<file path="config.mk">
export PLATFORM = sky130hd
export DESIGN_NAME = frame_deframer_with_pending_match_unit
export DESIGN_NICKNAME = d
export VERILOG_FILES = /design/src/rtl/fdpm_pkg.sv /design/src/rtl/fdpm_regs.sv /design/src/rtl/fdpm_ctrl.sv /design/src/rtl/fdpm_dp.sv /design/src/rtl/frame_deframer_with_pending_match_unit.sv
export SDC_FILE = /design/constraint.sdc
export NUM_CORES = 1
export LEC_CHECK = 0
export ABC_CLOCK_PERIOD_IN_PS = 6500
export BUFFER_PORTS_ARGS = -buffer_cell sky130_fd_sc_hd__buf_2
export CAP_MARGIN = 40
export CORE_MARGIN = 3
export CORE_UTILIZATION = 50
export CTS_BUF_LIST = sky130_fd_sc_hd__clkbuf_2
export DETAILED_ROUTE_END_ITERATION = 7
export HOLD_SLACK_MARGIN = 0.05
export PLACE_DENSITY = 0.65
export SETUP_SLACK_MARGIN = 0.5
export SLEW_MARGIN = 25
export SYNTH_ARGS = -nofsm -noshare
export SYNTH_HDL_FRONTEND = slang
export SYNTH_HIERARCHICAL = 1
export SYNTH_SLANG_ARGS = --single-unit
export TNS_END_PERCENT = 100
</file>
<file path="constraint.sdc">
create_clock -name aclk -period 6.5 [get_ports aclk]
set_input_delay 1.3 -clock aclk [delete_from_list [all_inputs] [get_ports aclk]]
set_output_delay 1.3 -clock aclk [all_outputs]
set_load 0.01 [all_outputs]
</file>
<file path="src/rtl/fdpm_pkg.sv">
// Shared types and constants for the frame deframer with pending request table.
// Used by every module of the block; no dependencies.
`default_nettype none

package fdpm_pkg;

    localparam int APB_AW = 5;

    localparam logic [2:0] REG_HEAD_BYTE      = 3'd0;
    localparam logic [2:0] REG_HEADER_TIMEOUT = 3'd1;
    localparam logic [2:0] REG_BODY_TIMEOUT   = 3'd2;
    localparam logic [2:0] REG_ENTRY_EXPIRY   = 3'd3;
    localparam logic [2:0] REG_MAX_LENGTH     = 3'd4;

    localparam logic [7:0] CODE_RESP_BIT = 8'h80;
    localparam logic [15:0] SAT16 = 16'hFFFF;

    typedef enum logic [1:0] {
        KIND_BYTE = 2'd0,
        KIND_REQ  = 2'd1,
        KIND_TICK = 2'd2
    } kind_t;

    typedef enum logic [2:0] {
        EV_OK        = 3'd0,
        EV_BAD_CHECK = 3'd1,
        EV_STORED    = 3'd2,
        EV_REFUSED   = 3'd3,
        EV_TICK      = 3'd4,
        EV_TOO_LONG  = 3'd5
    } ev_t;

    typedef enum logic [2:0] {
        PH_HUNT = 3'd0,
        PH_SEQ  = 3'd1,
        PH_CODE = 3'd2,
        PH_LENH = 3'd3,
        PH_LENL = 3'd4,
        PH_BODY = 3'd5,
        PH_CHK  = 3'd6
    } phase_t;

    typedef enum logic [1:0] {
        ST_IDLE  = 2'd0,
        ST_START = 2'd1,
        ST_SCAN  = 2'd2,
        ST_EMIT  = 2'd3
    } state_t;

    typedef struct packed {
        logic [7:0]  head_byte;
        logic [15:0] header_timeout;
        logic [15:0] body_timeout;
        logic [15:0] entry_expiry;
        logic [15:0] max_length;
    } cfg_t;

    typedef struct packed {
        logic load;
        logic start;
        logic step;
        logic emit;
    } cmd_t;

    typedef struct packed {
        logic go_scan;
        logic go_emit;
        logic scan_done;
        logic out_free;
    } status_t;

    typedef struct packed {
        ev_t         ev;
        logic [7:0]  seq;
        logic [6:0]  code;
        logic [15:0] len;
        logic        matched;
        logic [2:0]  slot;
        logic [7:0]  rx_check;
        logic [7:0]  calc_check;
        logic        abandoned;
        logic [3:0]  expired;
    } res_t;

endpackage

`default_nettype wire

</file>
<file path="src/rtl/fdpm_regs.sv">
// APB configuration registers of the deframer.
// Depends on fdpm_pkg.
`default_nettype none

module fdpm_regs (
    input  wire logic                          aclk,
    input  wire logic                          aresetn,
    input  wire logic                          psel,
    input  wire logic                          penable,
    input  wire logic                          pwrite,
    input  wire logic [fdpm_pkg::APB_AW-1:0]   paddr,
    input  wire logic [31:0]                   pwdata,
    output logic      [31:0]                   prdata,
    output logic                               pready,
    output fdpm_pkg::cfg_t                     cfg
);

    logic [7:0]  head_byte_reg;
    logic [15:0] header_timeout_reg;
    logic [15:0] body_timeout_reg;
    logic [15:0] entry_expiry_reg;
    logic [15:0] max_length_reg;
    logic        wr_en;
    logic [2:0]  reg_idx;

    assign pready  = 1'b1;
    assign wr_en   = psel & penable & pwrite & pready;
    assign reg_idx = paddr[4:2];

    always_ff @(posedge aclk) begin
        if (!aresetn) begin
            head_byte_reg      <= 8'd201;
            header_timeout_reg <= 16'd500;
            body_timeout_reg   <= 16'd1000;
            entry_expiry_reg   <= 16'd60000;
            max_length_reg     <= 16'd1018;
        end else if (wr_en) begin
            unique case (reg_idx)
                fdpm_pkg::REG_HEAD_BYTE:      head_byte_reg      <= pwdata[7:0];
                fdpm_pkg::REG_HEADER_TIMEOUT: header_timeout_reg <= pwdata[15:0];
                fdpm_pkg::REG_BODY_TIMEOUT:   body_timeout_reg   <= pwdata[15:0];
                fdpm_pkg::REG_ENTRY_EXPIRY:   entry_expiry_reg   <= pwdata[15:0];
                fdpm_pkg::REG_MAX_LENGTH:     max_length_reg     <= pwdata[15:0];
                default: ;
            endcase
        end
    end

    always_comb begin
        unique case (reg_idx)
            fdpm_pkg::REG_HEAD_BYTE:      prdata = {24'd0, head_byte_reg};
            fdpm_pkg::REG_HEADER_TIMEOUT: prdata = {16'd0, header_timeout_reg};
            fdpm_pkg::REG_BODY_TIMEOUT:   prdata = {16'd0, body_timeout_reg};
            fdpm_pkg::REG_ENTRY_EXPIRY:   prdata = {16'd0, entry_expiry_reg};
            fdpm_pkg::REG_MAX_LENGTH:     prdata = {16'd0, max_length_reg};
            default:                      prdata = 32'd0;
        endcase
    end

    assign cfg.head_byte      = head_byte_reg;
    assign cfg.header_timeout = header_timeout_reg;
    assign cfg.body_timeout   = body_timeout_reg;
    assign cfg.entry_expiry   = entry_expiry_reg;
    assign cfg.max_length     = max_length_reg;

endmodule

`default_nettype wire

</file>
<file path="src/rtl/fdpm_ctrl.sv">
// Controller state machine: takes an item, starts it, walks the slot scan, emits.
// Depends on fdpm_pkg.
`default_nettype none

module fdpm_ctrl (
    input  wire logic              aclk,
    input  wire logic              aresetn,
    input  wire logic              s_tvalid,
    output logic                   s_tready,
    input  fdpm_pkg::status_t      status,
    output fdpm_pkg::cmd_t         cmd
);

    fdpm_pkg::state_t state_reg;
    fdpm_pkg::state_t state_next;

    always_ff @(posedge aclk) begin
        if (!aresetn) begin
            state_reg <= fdpm_pkg::ST_IDLE;
        end else begin
            state_reg <= state_next;
        end
    end

    always_comb begin
        state_next = state_reg;
        cmd        = '0;
        s_tready   = 1'b0;
        unique case (state_reg)
            fdpm_pkg::ST_IDLE: begin
                s_tready = 1'b1;
                if (s_tvalid) begin
                    cmd.load   = 1'b1;
                    state_next = fdpm_pkg::ST_START;
                end
            end
            fdpm_pkg::ST_START: begin
                cmd.start = 1'b1;
                if (status.go_scan) begin
                    state_next = fdpm_pkg::ST_SCAN;
                end else if (status.go_emit) begin
                    state_next = fdpm_pkg::ST_EMIT;
                end else begin
                    state_next = fdpm_pkg::ST_IDLE;
                end
            end
            fdpm_pkg::ST_SCAN: begin
                cmd.step = 1'b1;
                if (status.scan_done) begin
                    state_next = fdpm_pkg::ST_EMIT;
                end
            end
            fdpm_pkg::ST_EMIT: begin
                if (status.out_free) begin
                    cmd.emit   = 1'b1;
                    state_next = fdpm_pkg::ST_IDLE;
                end
            end
            default: state_next = fdpm_pkg::ST_IDLE;
        endcase
    end

endmodule

`default_nettype wire

</file>
<file path="src/rtl/fdpm_dp.sv">
// Datapath: item latch, frame parser registers, request slot table, result staging
// and output register. Depends on fdpm_pkg.
`default_nettype none

module fdpm_dp #(
    parameter int SLOTS = 8
) (
    input  wire logic              aclk,
    input  wire logic              aresetn,
    input  fdpm_pkg::cfg_t         cfg,
    input  fdpm_pkg::cmd_t         cmd,
    output fdpm_pkg::status_t      status,
    input  wire logic [1:0]        in_kind,
    input  wire logic [7:0]        in_data_byte,
    input  wire logic [7:0]        in_req_seq,
    input  wire logic [7:0]        in_req_code,
    output logic                   m_valid,
    input  wire logic              m_ready,
    output fdpm_pkg::res_t         m_res
);

    localparam int IDX_W = (SLOTS > 1) ? $clog2(SLOTS) : 1;
    localparam int CNT_W = $clog2(SLOTS + 1);

    // item latch
    fdpm_pkg::kind_t kind_reg;
    logic [7:0]      byte_reg;
    logic [7:0]      rseq_reg;
    logic [7:0]      rcode_reg;

    // parser
    fdpm_pkg::phase_t phase_reg, phase_next;
    logic [7:0]  fseq_reg, fseq_next;
    logic [7:0]  fcode_reg, fcode_next;
    logic [15:0] flen_reg, flen_next;
    logic [15:0] left_reg, left_next;
    logic [7:0]  chk_reg, chk_next;
    logic [15:0] timer_reg, timer_next;

    // slot table
    logic [7:0]  slot_seq_reg  [SLOTS];
    logic [7:0]  slot_code_reg [SLOTS];
    logic [15:0] slot_age_reg  [SLOTS];

    logic [IDX_W-1:0] idx_reg, idx_next;
    logic [CNT_W-1:0] exp_reg, exp_next;

    fdpm_pkg::res_t res_reg, res_next;
    fdpm_pkg::res_t out_reg;
    logic           m_valid_reg, m_valid_next;

    logic        code_we, seq_we, age_we;
    logic [7:0]  code_wval;
    logic [15:0] age_wval;

    logic [15:0] new_len;
    logic [7:0]  cur_code, cur_seq;
    logic [15:0] cur_age, age_inc;
    logic        slot_exp, hit_match, hit_free, scan_last;
    logic [15:0] idx_wide, exp_wide;
    logic [CNT_W-1:0] exp_total;
    logic [15:0] timer_inc, limit;
    logic        drop;
    logic        chk_ok;

    assign new_len   = {flen_reg[15:8], byte_reg};
    assign chk_ok    = (byte_reg == chk_reg);
    assign cur_code  = slot_code_reg[idx_reg];
    assign cur_seq   = slot_seq_reg[idx_reg];
    assign cur_age   = slot_age_reg[idx_reg];
    assign age_inc   = (cur_age != fdpm_pkg::SAT16) ? cur_age + 16'd1 : cur_age;
    assign slot_exp  = (cur_code != 8'd0) && (age_inc > cfg.entry_expiry);
    assign hit_match = (cur_code != 8'd0) && (cur_seq == fseq_reg)
                       && (fcode_reg == (cur_code | fdpm_pkg::CODE_RESP_BIT));
    assign hit_free  = (cur_code == 8'd0);
    assign scan_last = (idx_reg == IDX_W'(SLOTS - 1));
    assign idx_wide  = 16'(idx_reg);
    assign exp_total = exp_reg + CNT_W'(slot_exp);
    assign exp_wide  = 16'(exp_total);
    assign timer_inc = (timer_reg != fdpm_pkg::SAT16) ? timer_reg + 16'd1 : timer_reg;
    assign limit     = (phase_reg == fdpm_pkg::PH_BODY || phase_reg == fdpm_pkg::PH_CHK)
                       ? cfg.body_timeout : cfg.header_timeout;
    assign drop      = (phase_reg != fdpm_pkg::PH_HUNT) && (timer_inc > limit);

    // controller status
    always_comb begin
        status          = '0;
        status.out_free = !m_valid_reg || m_ready;
        case (kind_reg)
            fdpm_pkg::KIND_BYTE: begin
                status.go_scan   = (phase_reg == fdpm_pkg::PH_CHK) && chk_ok;
                status.go_emit   = ((phase_reg == fdpm_pkg::PH_CHK) && !chk_ok)
                                   || ((phase_reg == fdpm_pkg::PH_LENL)
                                       && (new_len > cfg.max_length));
                status.scan_done = hit_match || scan_last;
            end
            fdpm_pkg::KIND_REQ: begin
                status.go_scan   = (rcode_reg != 8'd0);
                status.go_emit   = (rcode_reg == 8'd0);
                status.scan_done = hit_free || scan_last;
            end
            fdpm_pkg::KIND_TICK: begin
                status.go_scan   = 1'b1;
                status.scan_done = scan_last;
            end
            default: ;
        endcase
    end

    always_comb begin
        phase_next = phase_reg;
        fseq_next  = fseq_reg;
        fcode_next = fcode_reg;
        flen_next  = flen_reg;
        left_next  = left_reg;
        chk_next   = chk_reg;
        timer_next = timer_reg;
        idx_next   = idx_reg;
        exp_next   = exp_reg;
        res_next   = res_reg;
        code_we    = 1'b0;
        code_wval  = 8'd0;
        seq_we     = 1'b0;
        age_we     = 1'b0;
        age_wval   = 16'd0;

        if (cmd.start) begin
            idx_next = '0;
            exp_next = '0;
            case (kind_reg)
                fdpm_pkg::KIND_BYTE: begin
                    unique case (phase_reg)
                        fdpm_pkg::PH_HUNT: begin
                            if (byte_reg == cfg.head_byte) begin
                                chk_next   = byte_reg;
                                timer_next = 16'd0;
                                phase_next = fdpm_pkg::PH_SEQ;
                            end
                        end
                        fdpm_pkg::PH_SEQ: begin
                            fseq_next  = byte_reg;
                            chk_next   = chk_reg ^ byte_reg;
                            phase_next = fdpm_pkg::PH_CODE;
                        end
                        fdpm_pkg::PH_CODE: begin
                            fcode_next = byte_reg;
                            chk_next   = chk_reg ^ byte_reg;
                            phase_next = fdpm_pkg::PH_LENH;
                        end
                        fdpm_pkg::PH_LENH: begin
                            flen_next  = {byte_reg, 8'd0};
                            chk_next   = chk_reg ^ byte_reg;
                            phase_next = fdpm_pkg::PH_LENL;
                        end
                        fdpm_pkg::PH_LENL: begin
                            flen_next = new_len;
                            chk_next  = chk_reg ^ byte_reg;
                            if (new_len > cfg.max_length) begin
                                phase_next   = fdpm_pkg::PH_HUNT;
                                res_next     = '0;
                                res_next.ev  = fdpm_pkg::EV_TOO_LONG;
                                res_next.seq = fseq_reg;
                                res_next.code = fcode_reg[6:0];
                                res_next.len = new_len;
                            end else begin
                                left_next  = new_len;
                                timer_next = 16'd0;
                                phase_next = (new_len != 16'd0) ? fdpm_pkg::PH_BODY
                                                                : fdpm_pkg::PH_CHK;
                            end
                        end
                        fdpm_pkg::PH_BODY: begin
                            chk_next  = chk_reg ^ byte_reg;
                            left_next = left_reg - 16'd1;
                            if (left_reg == 16'd1) begin
                                phase_next = fdpm_pkg::PH_CHK;
                            end
                        end
                        fdpm_pkg::PH_CHK: begin
                            phase_next          = fdpm_pkg::PH_HUNT;
                            res_next            = '0;
                            res_next.ev         = chk_ok ? fdpm_pkg::EV_OK
                                                         : fdpm_pkg::EV_BAD_CHECK;
                            res_next.seq        = fseq_reg;
                            res_next.code       = fcode_reg[6:0];
                            res_next.len        = flen_reg;
                            res_next.rx_check   = byte_reg;
                            res_next.calc_check = chk_reg;
                        end
                        default: phase_next = fdpm_pkg::PH_HUNT;
                    endcase
                end
                fdpm_pkg::KIND_REQ: begin
                    if (rcode_reg == 8'd0) begin
                        res_next     = '0;
                        res_next.ev  = fdpm_pkg::EV_REFUSED;
                        res_next.seq = rseq_reg;
                    end
                end
                default: ;
            endcase
        end else if (cmd.step) begin
            idx_next = idx_reg + IDX_W'(1);
            case (kind_reg)
                fdpm_pkg::KIND_BYTE: begin
                    if (hit_match) begin
                        code_we          = 1'b1;
                        res_next.matched = 1'b1;
                        res_next.slot    = idx_wide[2:0];
                    end
                end
                fdpm_pkg::KIND_REQ: begin
                    if (hit_free) begin
                        code_we       = 1'b1;
                        code_wval     = rcode_reg;
                        seq_we        = 1'b1;
                        age_we        = 1'b1;
                        res_next      = '0;
                        res_next.ev   = fdpm_pkg::EV_STORED;
                        res_next.seq  = rseq_reg;
                        res_next.slot = idx_wide[2:0];
                    end else if (scan_last) begin
                        res_next     = '0;
                        res_next.ev  = fdpm_pkg::EV_REFUSED;
                        res_next.seq = rseq_reg;
                    end
                end
                fdpm_pkg::KIND_TICK: begin
                    if (cur_code != 8'd0) begin
                        age_we   = 1'b1;
                        age_wval = slot_exp ? 16'd0 : age_inc;
                        code_we  = slot_exp;
                    end
                    exp_next = exp_total;
                    if (scan_last) begin
                        res_next           = '0;
                        res_next.ev        = fdpm_pkg::EV_TICK;
                        res_next.abandoned = drop;
                        res_next.expired   = exp_wide[3:0];
                        if (phase_reg != fdpm_pkg::PH_HUNT) begin
                            timer_next = timer_inc;
                        end
                        if (drop) begin
                            phase_next = fdpm_pkg::PH_HUNT;
                        end
                    end
                end
                default: ;
            endcase
        end
    end

    always_comb begin
        if (cmd.emit) begin
            m_valid_next = 1'b1;
        end else if (m_ready) begin
            m_valid_next = 1'b0;
        end else begin
            m_valid_next = m_valid_reg;
        end
    end

    always_ff @(posedge aclk) begin
        if (!aresetn) begin
            phase_reg   <= fdpm_pkg::PH_HUNT;
            fseq_reg    <= 8'd0;
            fcode_reg   <= 8'd0;
            flen_reg    <= 16'd0;
            left_reg    <= 16'd0;
            chk_reg     <= 8'd0;
            timer_reg   <= 16'd0;
            m_valid_reg <= 1'b0;
            for (int i = 0; i < SLOTS; i++) begin
                slot_code_reg[i] <= 8'd0;
            end
        end else begin
            phase_reg   <= phase_next;
            fseq_reg    <= fseq_next;
            fcode_reg   <= fcode_next;
            flen_reg    <= flen_next;
            left_reg    <= left_next;
            chk_reg     <= chk_next;
            timer_reg   <= timer_next;
            m_valid_reg <= m_valid_next;
            if (code_we) begin
                slot_code_reg[idx_reg] <= code_wval;
            end
        end
    end

    always_ff @(posedge aclk) begin
        if (cmd.load) begin
            kind_reg  <= fdpm_pkg::kind_t'(in_kind);
            byte_reg  <= in_data_byte;
            rseq_reg  <= in_req_seq;
            rcode_reg <= in_req_code;
        end
        if (seq_we) begin
            slot_seq_reg[idx_reg] <= rseq_reg;
        end
        if (age_we) begin
            slot_age_reg[idx_reg] <= age_wval;
        end
        if (cmd.emit) begin
            out_reg <= res_reg;
        end
        idx_reg <= idx_next;
        exp_reg <= exp_next;
        res_reg <= res_next;
    end

    assign m_valid = m_valid_reg;
    assign m_res   = out_reg;

endmodule

`default_nettype wire

</file>
<file path="src/rtl/frame_deframer_with_pending_match_unit.sv">
// Flow: an item is accepted in idle, then started; a byte that ends no frame is then done.
// A check byte, too-long length, request or tick then goes to emit, first walking the slots
// one slot a cycle through the table read port (no walk for a bad check, a too-long length
// or a zero code); its result is then loaded in the emit state, shown on m_tvalid next.
// A new item is accepted only once the last is done; emit waits while a result is stalled.
// Reset: synchronous, active low; parser hunts, all slots free, registers at defaults.
`default_nettype none

module frame_deframer_with_pending_match_unit #(
    parameter int SLOTS = 8
) (
    input  wire logic                         aclk,
    input  wire logic                         aresetn,
    input  wire logic                         s_tvalid,
    output logic                              s_tready,
    input  wire logic [23:0]                  s_tdata,   // data_byte, req_seq, req_code
    input  wire logic [1:0]                   s_tuser,   // kind
    output logic                              m_tvalid,
    input  wire logic                         m_tready,
    // seq_out, response_code, payload_length, matched, slot, received_check,
    // computed_check, frame_abandoned, expired_count
    output logic [55:0]                       m_tdata,
    output logic [2:0]                        m_tuser,   // event_res
    input  wire logic                         psel,
    input  wire logic                         penable,
    input  wire logic                         pwrite,
    input  wire logic [fdpm_pkg::APB_AW-1:0]  paddr,
    input  wire logic [31:0]                  pwdata,
    output logic      [31:0]                  prdata,
    output logic                              pready
);

    fdpm_pkg::cfg_t    cfg;
    fdpm_pkg::cmd_t    cmd;
    fdpm_pkg::status_t status;
    fdpm_pkg::res_t    res;

    fdpm_regs u_regs (
        .aclk    (aclk),
        .aresetn (aresetn),
        .psel    (psel),
        .penable (penable),
        .pwrite  (pwrite),
        .paddr   (paddr),
        .pwdata  (pwdata),
        .prdata  (prdata),
        .pready  (pready),
        .cfg     (cfg)
    );

    fdpm_ctrl u_ctrl (
        .aclk     (aclk),
        .aresetn  (aresetn),
        .s_tvalid (s_tvalid),
        .s_tready (s_tready),
        .status   (status),
        .cmd      (cmd)
    );

    fdpm_dp #(
        .SLOTS (SLOTS)
    ) u_dp (
        .aclk         (aclk),
        .aresetn      (aresetn),
        .cfg          (cfg),
        .cmd          (cmd),
        .status       (status),
        .in_kind      (s_tuser),
        .in_data_byte (s_tdata[7:0]),
        .in_req_seq   (s_tdata[15:8]),
        .in_req_code  (s_tdata[23:16]),
        .m_valid      (m_tvalid),
        .m_ready      (m_tready),
        .m_res        (res)
    );

    assign m_tuser = res.ev;
    assign m_tdata = {res.expired, res.abandoned, res.calc_check, res.rx_check,
                      res.slot, res.matched, res.len, res.code, res.seq};

endmodule

`default_nettype wire

</file>
==> results of run 1 <==
[stage by stage]
stage	instances	hold slack [ns]	setup slack, ns	util (%)
after CTS	3069	0.0519	0.710	56.3
after global placement	2783	0.404	0.884	53.1
after global routing	3084	0.0813	0.496	56.6
after floorplan	2081	0.400	1.48	-
final	3084	0.283	0.865	56.6
after detailed placement	2787	0.405	0.772	53.2
[critical path, delay by kind of cell (launching register included)]
kind | cells | cell delay, ns
multiplexers | 2 | 0.41
AO/OA/AOI/OAI | 8 | 2.21
AND/OR/NAND/NOR | 4 | 0.71
adder cells (fa/ha/maj) | 2 | 0.47
buffers and inverters | 4 | 0.63
flip-flops | 1 | 0.68
XOR/XNOR | 1 | 0.22
[metal layers]
metal / routed length, µm / track usage (%) / part of all wire, %
met2: 29500 / 37.0 / 47
met4: 1330 / 7.99 / 2.1
met5: 0 / 0 / 0
met3: 4170 / 5.55 / 6.6
met1: 27800 / 31.9 / 44
[power by group through the flow]
stage / registers, mW / clock network (mW) / logic (mW)
global placement: 4.01 / 0 / 0.628
finish: 3.93 / 2.52 / 0.663
detailed placement: 4.02 / 0 / 0.638
global route: 3.94 / 2.82 / 0.719
CTS: 3.93 / 2.62 / 0.651
floorplan: 3.96 / 0 / 0.508
[cell usage after synthesis (43+ instances only)]
cell type  number  share of area, %
inv_1          58              0.84
ha_1           60               2.9
edfxtp_1      400                47
o21ai_0        57               1.1
nor3_1         89               1.7
nor2b_1        43               1.0
nand3_1        61               1.2
nor2_1        123               1.8
dfxtp_1       160                12
mux2i_1       143               5.5
clkbuf_1       75               1.1
nand2_1       173               2.5
mux4_2         49               4.3
a21oi_1        76               1.5
[worst min path at each step]
stage / depth (start not counted) / endpoint / from
global placement: 0 / u_dp/m_res[28] / u_dp/res_reg[28]
CTS: 1 / u_dp/rseq_reg[3] / s_tdata[11]
floorplan: 0 / u_dp/m_res[0] / u_dp/res_reg[0]
global route: 1 / u_dp/rseq_reg[2] / s_tdata[10]
detailed placement: 0 / u_dp/m_res[17] / u_dp/res_reg[17]
finish: 1 / u_dp/rseq_reg[7] / s_tdata[15]
[cells by family after synthesis]
| kind of cell | after synthesis |
|---|---|
| multiplexers | 220 |
| flip-flops | 560 |
| adder cells (fa/ha/maj) | 60 |
| other | 2 |
| XOR/XNOR | 58 |
| AO/OA/AOI/OAI | 318 |
| AND/OR/NAND/NOR | 645 |
| buffers and inverters | 203 |
[layout make-up]
cell class              instances  area, µm²
diodes                          2       5.00
clock buffers                 229       1150
clock inverters                32        262
fillers                      4193      21900
inverters                      60        228
multi-input cells            1318       9570
flip-flops and latches        560      15200
well taps                     672        841
repair buffers                211       1370
[what timing repair did]
| action | CTS | global route |
|---|---|---|
| hold endpoints to repair | 21 | 0 |
| setup endpoints to repair | 0 | 8 |
| resized for setup | 0 | 1 |
| hold buffers | 21 | 0 |
==> qor.yml, run 1 <==
status:
  status: "complete, no violations"
sta:
  slew_headroom_pct: 42.9
  finalSetupViolations: 0
  tns_ns: 0
  fmax_mhz: 177
  grt_setup_unrepaired: "yes"
  finalHoldViolCount: 0
  period_needed_ns: 5.63
  finalCritPeriodShare_pct: 86.7
  slew_viol_final: 0
  tightest_slew_ns: 0.848
  fin_skew_ns: 0.0754
finish:
  layout_commonest_cell: "edfxtp_1"
  mostFrequentLayoutCells: "edfxtp_1 (400), clkbuf_2 (229), nand2_1 (173)"
  area_growth_pct: 11.1
  largest_register_ffs: 128
  fin_nets: 2427
  final_area_um2: 28600
  layout-drive-gt1-share_pct: 22.6
yosys:
  syn_avg_cell_area_um2: 12.5
  syn_area_um2: 25800
  async_flop_share_pct: 0
  syn_inst: 2066
  yosysWarningCount: 6
  synth_ff_type: "edfxtp_1"
  synth-edff-count: 400
  synth_compound_area_share_pct: 8.12
  synth_cell_type_count: 83
  synth_top_family_by_area: "simple AND/OR/NAND/NOR gates"
  synth-simple-area-share_pct: 12.7
  synthAdderAreaFrac_pct: 2.91
  ys_seq_area_share_pct: 59.0
  synth_xor_area_share_pct: 1.97
  synthMuxAreaShare_pct: 11.1
  synth_seq_cells: 560
drt:
  drt_iter0_markers: 1332
  wl_per_cell_um: 20.4
  via_count: 17761
  ant_nets: 0
  vias_per_cell: 5.76
  route.detailed.drc: 0
  drt-total-wl_um: 62800
  firstDrtPassIters: 5
critical_path:
  cp-end-kind: "register"
  worstPathMaxFanout: 24
  rrSetupSlack_ns: 0.87
  critPathSlowestCell: "dfxtp_4"
  cp-endpoint: "u_dp/slot_code_reg[0][0]"
  crit_chain: "mux4_2 > mux2i_1 > inv_1 > ha_1 > inv_1 > a211oi_1 > nand4_2 > nand2_1 > nor2_1 > xnor2_1 > ha_1 > a21oi_1 > nor2_1 > a211oi_1 > o21ai_0 > o31ai_1 > buf_4 > o21ai_0 > a22oi_4 > o21ai_1 > buf_4"
  arrival_ns: 6.59
  max_stage_delay_ns: 0.68
  cp_data_required_time_ns: 7.46
  timing.rr.end: "u_dp/slot_code_reg[0][0]"
  worstRegToRegCells: 21
  start_kind: "register"
  path_class: "register to register"
pwr:
  switching_share_pct: 26.2
  internal-power_mw: 5.25
  p_switching_mw: 1.86
  irDropWorstVdd_mv: 0.164
  power_mw: 7.12
  p_per_area_nw_per_um2: 248
  pwr-share-clk_pct: 35.4
  power_frac_seq_pct: 55.2
  leakage_nw: 10.5
  power_frac_comb_pct: 9.3
place:
  place.gp.congestion: 0.870
  post-dp-hpwl_um: 41500
  io_buffers: 128
  placed_area_um2: 26900
clock_tree:
  cts_tree: "done"
  clock_path_buffers: 3
  clkTransAtPathRegs_ns: 0.11
  cts-root-buf: "clkbuf_2"
  cts_buffers: 146
  clk_latency_ns: 1.26
  postCtsSetupBuffers: 0
  clock_sinks: 560
  cts_max_level: 4
global_route:
  grt_max_degree: 79
  grt_use_total_pct: 23.4
  antenna_found_initial: 2
  grt_pass1_wl_um: 97800
  first_global_vias: 17481
  grt_overflow: 0
floorplan:
  io_pins: 164
  rows: 82
  fp.dieH_um: 233
  dieArea_um2: 54300
  initial_core_util_pct: 51.0
  die_w_um: 233
  core_area_um2: 50600
min_path:
  hp-class: "input pin to register"
job:
  maxCapViolCount: 0
Note: power is estimated with default switching activity, not from simulation.
==> inputs of run 2 (changes only) <==
--- a/config.mk
+++ b/config.mk
@@ -5,7 +5,8 @@
 export SDC_FILE = /design/constraint.sdc
 export NUM_CORES = 1
 export LEC_CHECK = 0
-export ABC_CLOCK_PERIOD_IN_PS = 6500
+export ABC_AREA = 1
+export ABC_CLOCK_PERIOD_IN_PS = 5500
 export BUFFER_PORTS_ARGS = -buffer_cell sky130_fd_sc_hd__buf_2
 export CAP_MARGIN = 40
 export CORE_MARGIN = 3
==> constraint.sdc (replaced) <==
create_clock -name aclk -period 5.5 [get_ports aclk]
set_input_delay 1.1 -clock aclk [delete_from_list [all_inputs] [get_ports aclk]]
set_output_delay 1.1 -clock aclk [all_outputs]
set_load 0.01 [all_outputs]
==> qor.yml, run 2 <==
status:
  status: "complete, no violations"
drt:
  route.detailed.drc: 0  # unchanged
  via_count: 21336  # +20%
  ant_nets: 0  # unchanged
  drt_iter0_markers: 1968  # +48%
  firstDrtPassIters: 6  # +1
  wl_per_cell_um: 17.9  # -12%
  vias_per_cell: 5.30  # -8.0%
  drt-total-wl_um: 72000  # +15%
clock_tree:
  cts_tree: "done"
  clkTransAtPathRegs_ns: 0.11  # about the same
  clk_latency_ns: 1.32  # +0.06 ns
  cts_buffers: 147  # +0.68%
  cts_max_level: 4  # unchanged
  clock_path_buffers: 3  # unchanged
  clock_sinks: 560  # unchanged
  cts-root-buf: "clkbuf_2"
sta:
  grt_setup_unrepaired: "no"
  slew_viol_final: 0  # unchanged
  finalCritPeriodShare_pct: 82.7  # -4.0 points
  slew_headroom_pct: 39.5  # -3.4 points
  tightest_slew_ns: 0.907  # +0.0591 ns
  fin_skew_ns: 0.0934  # +0.0180 ns
  finalSetupViolations: 0  # unchanged
  fmax_mhz: 220  # +24%
  finalHoldViolCount: 0  # unchanged
  period_needed_ns: 4.55  # -1.09 ns
  hold_ws_ns: 0.181  # -0.102 ns
  finalWorstSetupSlack_ns: 0.953  # +0.0875 ns
  tns_ns: 0  # unchanged
floorplan:
  fp.dieH_um: 237  # +1.6%
  core_area_um2: 52700  # +4.1%
  initial_core_util_pct: 50.7  # -0.34 points
  rows: 84  # +2.4%
  die_w_um: 237  # +1.6%
  dieArea_um2: 56200  # +3.3%
  io_pins: 164  # unchanged
pwr:
  leakage_nw: 12.6  # +20%
  irDropWorstVdd_mv: 0.181  # +10%
  p_per_area_nw_per_um2: 296  # +19%
yosys:
  synthAdderAreaFrac_pct: 2.81  # -0.096 points
  synth_ff_type: "edfxtp_1"
  syn_inst: 2977  # +44%
  synth_top_family_by_area: "simple AND/OR/NAND/NOR gates"
  synth_seq_cells: 560  # unchanged
  synth_compound_area_share_pct: 6.51  # -1.6 points
  syn_area_um2: 26700  # +3.4%
  ys_seq_area_share_pct: 57.0  # -1.9 points
  synth_area_leaders: "edfxtp_1 (45%), dfxtp_1 (12%), nand2_1 (10%), nor2_1 (6.5%), inv_1 (4.3%)"
  synth-edff-count: 400  # unchanged
  syn_avg_cell_area_um2: 8.96  # -28%
  yosysMostFrequentCell: "nand2_1"
  yosysWarningCount: 6  # unchanged
  yosys.area.top_type: "edfxtp_1"
  synth_xor_area_share_pct: 1.48  # -0.49 points
  synth_cell_type_count: 50  # -40%
  async_flop_share_pct: 0  # unchanged
  synthMuxAreaShare_pct: 0.643  # -10 points
  synth-simple-area-share_pct: 23.9  # +11 points
  synthTopCellsByCount: "nand2_1 (732), nor2_1 (461), edfxtp_1 (400)"
  synth_top_area_share_pct: 45.0  # -1.5 points
global_route:
  grt_max_degree: 82  # +3.8%
  grt_pass1_wl_um: 110000  # +13%
  first_global_vias: 20503  # +17%
  antenna_found_initial: 2  # unchanged
  grt_overflow: 0  # unchanged
  grt_use_total_pct: 25.3  # +1.9 points
critical_path:
  start_kind: "register"
  path_class: "register to register"
  arrival_ns: 5.51  # -1.08 ns
  crit_chain: "buf_4 > o21ai_0 > o22ai_1 > nand2_1 > o21ai_1 > nand2_1 > nor2_1 > inv_1 > nor2_1 > nand2_2 > buf_4 > nand2_1 > ha_1 > a21oi_1 > nor2_1 > nor3_1 > nand2_1 > nand2_1 > nand2_1 > nand2_1 > nand4_1 > buf_4 > a21oi_1"
  cp_common_cell: "nand2_1"
  timing.rr.end: "u_dp/slot_age_reg[7][10]"
  max_stage_delay_ns: 0.53  # -0.15 ns
  rrSetupSlack_ns: 0.95  # +0.09 ns
  cp_data_required_time_ns: 6.47  # -0.99 ns
  worstRegToRegCells: 23  # +9.5%
  cp-end-kind: "register"
  worstPathMaxFanout: 18  # -25%
  critPathSlowestCell: "a21oi_1"
min_path:
  hold_path.startpoint: "pwdata[12]"
  min_to: "u_regs/entry_expiry_reg[12]"
  hold_depth: 5  # +4
  hp-class: "input pin to register"
place:
  io_buffers: 128  # unchanged
  placed_area_um2: 27800  # +3.5%
  place.gp.congestion: 0.913  # +5.0%
  post-dp-hpwl_um: 48600  # +17%
  dp_slack_ns: 0.556  # -0.216 ns
finish:
  layout-drive-gt1-share_pct: 14.3  # -8.2 points
  mostFrequentLayoutCells: "nand2_1 (723), nor2_1 (461), edfxtp_1 (400)"
  largest_register_ffs: 128  # unchanged
  area_growth_pct: 11.3
  multi_input_area_um2: 9560  # -0.18%
  layout_commonest_cell: "nand2_1"
  final_area_um2: 29700  # +3.7%
  register_area_um2: 15200  # about the same
  n_fill_cell: 4786  # +14%
  fin_nets: 3355  # +38%
job:
  maxCapViolCount: 0  # unchanged
run 2: cell types whose count changed in the layout (fill, tap and decap cells not counted), sizes merged, moves of 20 or more:
cell / before / now
a22oi: 40 / 5
and2: 23 / 3
dlygate4sd3: 21 / 41
inv: 61 / 321
mux2: 28 / 1
mux2i: 143 / 16
mux4: 49 / 0
nand2: 173 / 735
nand3: 63 / 227
nor2: 125 / 474
nor2b: 43 / 0
nor3: 90 / 25
o211ai: 32 / 6
o21ai: 64 / 181
run 2: final cells by class:
class                      count  area share, %
antenna                        4         0.0337
clock buffer                 219           3.69
clock inverter                42          0.780
inverter                     319           4.07
multi-input combinational   1975           32.2
sequential                   560           51.3
tap                          688           2.90
timing repair buffer         222           5.09
run 2: per-stage QoR:
stage / utilization (%) / std cells / power (mW)
after floorplan: - / 2992 / 5.64
after global placement: 52.8 / 3714 / 5.94
after detailed placement: 52.8 / 3718 / 5.98
after CTS: 56.2 / 4020 / 8.85
after global routing: 56.4 / 4027 / 9.27
final: 56.4 / 4029 / 8.80
run 2: layer usage:
layer / vias up / track usage [%] / share of wire, %
met5: - / 0 / 0
met4: 0 / 9.71 / 2.7
met3: 132 / 5.40 / 7.0
met2: 792 / 41.2 / 47
met1: 10062 / 33.3 / 43
li1: 10350 / - / -
run 2: worst max-delay path, delay by kind of cell, from the launching register on:
kind / cells / cell delay (ns)
and+or+nand+nor: 13 / 1.47
buffers and inverters: 4 / 0.78
adders and majority gates: 1 / 0.24
AOI/OAI and AO/OA: 5 / 1.18
DFF: 1 / 0.49
run 2: worst max path at each step:
| stage | end | slack [ns] | cells after the start |
|---|---|---|---|
| finish | u_dp/slot_age_reg[7][10] | 0.95 | 23 |
| global route | u_dp/slot_age_reg[5][11] | 0.50 | 23 |
| CTS | u_dp/slot_code_reg[5][5] | 0.53 | 29 |
| detailed placement | u_dp/slot_code_reg[1][4] | 0.56 | 29 |
| global placement | u_dp/slot_code_reg[0][6] | 0.58 | 28 |
| floorplan | u_dp/slot_code_reg[1][0] | 1.24 | 30 |
run 2: logic make-up after synthesis:
family / after synthesis
compound gates: 326
xor+xnor: 45
fa+ha+maj: 60
buf+inv: 457
flops: 560
mux: 17
other cells: 2
simple gates: 1510
run 2: repair_timing:
item / 4_1_cts / 5_1_grt
endpoints found under the setup margin: 31 / 241
hold buffers: 41 / 0
resized for setup: 4 / 14
hold endpoints to repair: 53 / 0
buffers inserted: 0 / 4
run 2: power breakdown:
| group | internal (mW) | total, mW | switching (mW) | leakage, nW |
|---|---|---|---|---|
| Clock | 1.16 | 2.86 | 1.70 | 1.02 |
| Combinational | 0.403 | 1.28 | 0.875 | 6.66 |
| Sequential | 4.58 | 4.66 | 0.0830 | 4.88 |
| Total | 6.14 | 8.80 | 2.66 | 12.6 |
